$ cat src/rtl/core/efr_pkg.sv
// Shared types, constants and tables for the earth frame rotation block.
package efr_pkg;

    localparam int ANGLE_BITS_DEF = 32;
    localparam int CORDIC_STEPS   = 30;
    localparam int CFG_IDX_W      = 8;
    localparam int CFG_DATA_W     = 48;

    localparam logic [CFG_IDX_W-1:0] CFG_TURN_RATE = 8'd0;
    localparam logic [CFG_IDX_W-1:0] CFG_SPIN_RATE = 8'd1;

    localparam logic [47:0] TURN_RATE_RST = 48'd836283360000;
    localparam logic [31:0] SPIN_RATE_RST = 32'd80177659;

    localparam logic signed [33:0] CORDIC_GAIN = 34'sd652032874;

    typedef struct packed {
        logic               operation;
        logic signed [47:0] pos_x;
        logic signed [47:0] pos_y;
        logic signed [47:0] pos_z;
        logic signed [39:0] vel_x;
        logic signed [39:0] vel_y;
        logic signed [39:0] vel_z;
    } efr_item_t;

    // atan(2^-i) in units of 2^-32 turn
    function automatic logic signed [33:0] atan_turn(input int idx);
        logic signed [33:0] r;
        case (idx)
            0:  r = 34'sd536870912;
            1:  r = 34'sd316933406;
            2:  r = 34'sd167458907;
            3:  r = 34'sd85004756;
            4:  r = 34'sd42667331;
            5:  r = 34'sd21354465;
            6:  r = 34'sd10679838;
            7:  r = 34'sd5340245;
            8:  r = 34'sd2670163;
            9:  r = 34'sd1335087;
            10: r = 34'sd667544;
            11: r = 34'sd333772;
            12: r = 34'sd166886;
            13: r = 34'sd83443;
            14: r = 34'sd41722;
            15: r = 34'sd20861;
            16: r = 34'sd10430;
            17: r = 34'sd5215;
            18: r = 34'sd2608;
            19: r = 34'sd1304;
            20: r = 34'sd652;
            21: r = 34'sd326;
            22: r = 34'sd163;
            23: r = 34'sd81;
            24: r = 34'sd41;
            25: r = 34'sd20;
            26: r = 34'sd10;
            27: r = 34'sd5;
            28: r = 34'sd3;
            29: r = 34'sd1;
            default: r = 34'sd0;
        endcase
        return r;
    endfunction

endpackage

$ cat src/rtl/core/efr_angle.sv
// Earth angle: turn rate times elapsed time, split multiply over two stages.
module efr_angle #(
    parameter int ANGLE_BITS = efr_pkg::ANGLE_BITS_DEF
) (
    input  logic              clk,
    input  logic              rst_n,
    input  logic              en,
    input  logic              in_valid,
    input  efr_pkg::efr_item_t in_item,
    input  logic [39:0]       elapsed_time,
    input  logic [47:0]       turn_rate,
    output logic              out_valid,
    output efr_pkg::efr_item_t out_item,
    output logic [31:0]       out_angle
);
    import efr_pkg::*;

    localparam int KEEP = (ANGLE_BITS >= 32) ? 32 : ANGLE_BITS;
    localparam logic [31:0] ANGLE_MASK = ~((32'd1 << (32 - KEEP)) - 32'd1);

    logic [67:0] p_lo_reg, p_hi_reg;
    efr_item_t   it1_reg, it2_reg;
    logic [1:0]  vld_reg;
    logic [31:0] angle_reg;
    logic [65:0] sum_next;

    assign sum_next = p_lo_reg[65:0] + {p_hi_reg[45:0], 20'd0};

    always_ff @(posedge clk or negedge rst_n)
    begin
        if (!rst_n)
            vld_reg <= '0;
        else if (en)
            vld_reg <= {vld_reg[0], in_valid};
    end

    always_ff @(posedge clk)
    begin
        if (en)
        begin
            p_lo_reg  <= 68'(turn_rate) * 68'(elapsed_time[19:0]);
            p_hi_reg  <= 68'(turn_rate) * 68'(elapsed_time[39:20]);
            it1_reg   <= in_item;
            angle_reg <= sum_next[65:34] & ANGLE_MASK;
            it2_reg   <= it1_reg;
        end
    end

    assign out_valid = vld_reg[1];
    assign out_item  = it2_reg;
    assign out_angle = angle_reg;
endmodule

$ cat config.mk
export PLATFORM = sky130hd
export DESIGN_NAME = efr_angle
export DESIGN_NICKNAME = d
export VERILOG_FILES = /design/src/rtl/core/efr_pkg.sv /design/src/rtl/core/efr_angle.sv
export SDC_FILE = /design/constraint.sdc
export NUM_CORES = 2
export LEC_CHECK = 0
export BUFFER_PORTS_ARGS = -buffer_cell sky130_fd_sc_hd__buf_2
export CAP_MARGIN = 20
export CORE_MARGIN = 2
export CORE_UTILIZATION = 52
export DETAILED_ROUTE_END_ITERATION = 8
export GPL_TIMING_DRIVEN = 1
export PLACE_DENSITY_LB_ADDON = 0.3
export SETUP_SLACK_MARGIN = 0.4
export SYNTH_ARGS = -nofsm -noshare
export SYNTH_HDL_FRONTEND = slang
export SYNTH_SLANG_ARGS = --single-unit
$ cat constraint.sdc
create_clock -name clk -period 2.6 [get_ports clk]
set_clock_uncertainty 0.1 [all_clocks]
set_input_delay 0.26 -clock clk [delete_from_list [all_inputs] [get_ports clk]]
set_output_delay 0.26 -clock clk [all_outputs]
set_load 0.02 [all_outputs]
==> key figures <==
Run status
  – Status: finished, violations left
  – Failing checks: setup timing

Critical path
  – Worst-path fanout max: 9
  – Critical Path Most Common Cell: fa_1
  – Critical path's slowest cell: fa_1
  – Kind of start point of the critical path: input pin
  – Critical path data arrival time: slightly below 7 ns
  – CP Capture Type: flip-flop
  – Critical path class: in2reg
  – Max incr delay on CP: 0.52 ns
  – R2r setup slk: -0.53 ns
  – Worst Path Required: roughly 2.9 ns

Clock tree
  – Num CTS Buffers: 66
  – Clock transition at the registers of the reported paths: about 0.070 ns
  – CTS root buf: clkbuf_16
  – Clock Latency Late Sink: around 0.66 ns
  – Clock buffer depth: 3
  – H-tree levels: 3
  – TritonCTS clock tree: built
  – Clock sink total: around 660

Placed design
  – Gpl congestion: 0.9140
  – PortBufs: 654
  – DP HPWL: around 160000 um

Yosys
  – Warnings from Yosys: 0
  – FFs w/ async S/R, synth: 0.003049
  – EDFF count, synth: roughly 650
  – Mapped Cells: about 6700
  – Syn Nets: 8778
  – Synthesized area: 71980 sq um
  – Cell taking the most area after synthesis: fa_1
  – Count leader, synth: inv_1
  – Synth cell types: between 80 and 90
  – Top_reg_cell synth: edfxtp_1
  – Register area share after synthesis: 0.2735
  – Synth cell count leaders: 1495 x inv_1, 1427 x fa_1, 1139 x nand2_1
  – Count of state elements after synthesis: roughly 660
  – Post-Syn Area per Cell: around 11 sq um
  – Post-synth top area share: 0.3969
  – Top post-synthesis cells by area: fa_1 40%, edfxtp_1 27%, inv_1 7.8%

Global route
  – Vias in the first global route: about 58000
  – GRT Util Overall: 0.3042
  – Initial antenna violation count: 12
  – First-pass GRT wire length: roughly 330000 um
  – Remaining global-route overflow: 0
  – Pin count of the biggest net entering global routing: 94

STA
  – TNS Setup: -302.55 ns
  – Fin. Hold Viols: 0
  – FMAX: 154.1 MHz
  – Max_slew headroom: 0.6370
  – Tcrit/Tclk final: 2.496
  – Period minus WS final: about 6.5 ns
  – Final setup vio count: 108
  – Worst-Margin Slew: between 0.5 and 0.6 ns
  – RSZ-0062 raised after global routing: true
  – Pins Over Slew Limit: 0
  – Worst setup margin: -3.890 ns

Floorplan
  – Core area: between 100000 and 150000 sq um
  – Cell Rows: approximately 140
  – Die Height: approximately 380 um
  – Initial Utilization: 0.5235
  – Die Area: between 100000 and 150000 sq um
  – Chip width: between 300 and 400 um
  – Top Ports: about 660

Hold path
  – Worst hold path type: in2reg

Routing
  – DRC: 0
  – Number of vias in the routed layout: around 54000
  – DRT Wirelength: around 220000 um
  – Iter 0 DRT Violations: 3900
  – DR WL/cell: between 20 and 25 um
  – Pre-antenna DRT Iters: 6
  – Via density: about 5.3
  – Post-route ant nets: 0

Final layout
  – Synth-to-layout area growth: 30.91%
  – Share of cells above drive strength 1: 0.2728
  – Fin nets: roughly 10000

Flow run
  – Max cap viols: 0
layer usage:
metal  global-route usage  share of wire
met3              0.04404          0.071
met1               0.3665           0.36
met4               0.1766          0.071
met5                    0       0.000092
met2               0.5230           0.50
metrics by stage:
| stage | cell area (sq um) | hold slack, ns | worst slack (ns) | std cells | util |
|---|---|---|---|---|---|
| 2_1_floorplan | 74000 | -0.1356 | -4.091 | 6692 | - |
| 6_report | 94230 | 0.2141 | -3.890 | 10180 | 0.6854 |
| 4_1_cts | 92240 | 0.1765 | -3.793 | 10090 | 0.6709 |
| 5_1_grt | 94220 | 0.1886 | -4.000 | 10170 | 0.6853 |
| 3_5_place_dp | 83840 | -0.04928 | -4.910 | 9585 | 0.6098 |
| 3_3_place_gp | 83840 | -0.05468 | -4.798 | 9585 | 0.6098 |
logic make-up after synthesis:
logic type | share of synthesized area
flops | 0.2735
xor+xnor | 0.01837
simple gates | 0.1258
compound gates | 0.03588
mux | 0.0003129
buf+inv | 0.09672
fa+ha+maj | 0.4494
placed cells by master (no fill, tap or decap), drive strengths merged, types with 14 or more instances in the layout:
cell,count
buf,1624
inv,1501
fa,1427
nand2,1139
edfxtp,654
and2,612
ha,302
dlygate4sd3,269
xnor2,109
a21oi,107
clkbuf,91
a21o,70
o21ai,66
nor2,58
xor2,42
o21a,24
clkinv,24
nand4,23
nand3,22
nor3,20
o21bai,19
nor2b,15
nand2b,14
repair_timing:
item	CTS	global route
hold endpoints to repair	296	0
hold buffers	269	0
resized for setup	512	310
buffers inserted	100	64
cloned	14	12
endpoints found under the setup margin	121	121
pin swaps	264	172
worst max-delay path, delay by kind of cell:
family          cells  cell delay, ns
compound gates      8            1.29
fa+ha+maj           8            3.76
buf+inv             9            1.02
simple gates        3            0.41
area by class of cell:
class / instances / area (sq um)
Antenna cell: 11 / 27.53
Clock inverter: 45 / 663.1
Clock buffer: 76 / 1689
Multi-Input combinational cell: 4185 / 48020
Tap cell: 1794 / 2245
Fill cell: 9786 / 43260
Sequential cell: 656 / 19690
Timing Repair Buffer: 1914 / 16290
Inverter: 1495 / 5612
final timing paths:
check | start | endpoint | cells after the start
max | turn_rate[20] | p_lo_reg[60] | 28
min | in_item[152] | it1_reg[152] | 2
max reg2reg | p_lo_reg[29] | out_angle[29] | 11
min reg2reg | it1_reg[231] | out_item[231] | 0
max in group asynchronous | rst_n | vld_reg[1] | 3
min in group asynchronous | rst_n | vld_reg[0] | 3
Power is left out: the tool's default activity adds up to more than one toggle a clock period on the data nets, which glitch-free logic cannot reach.
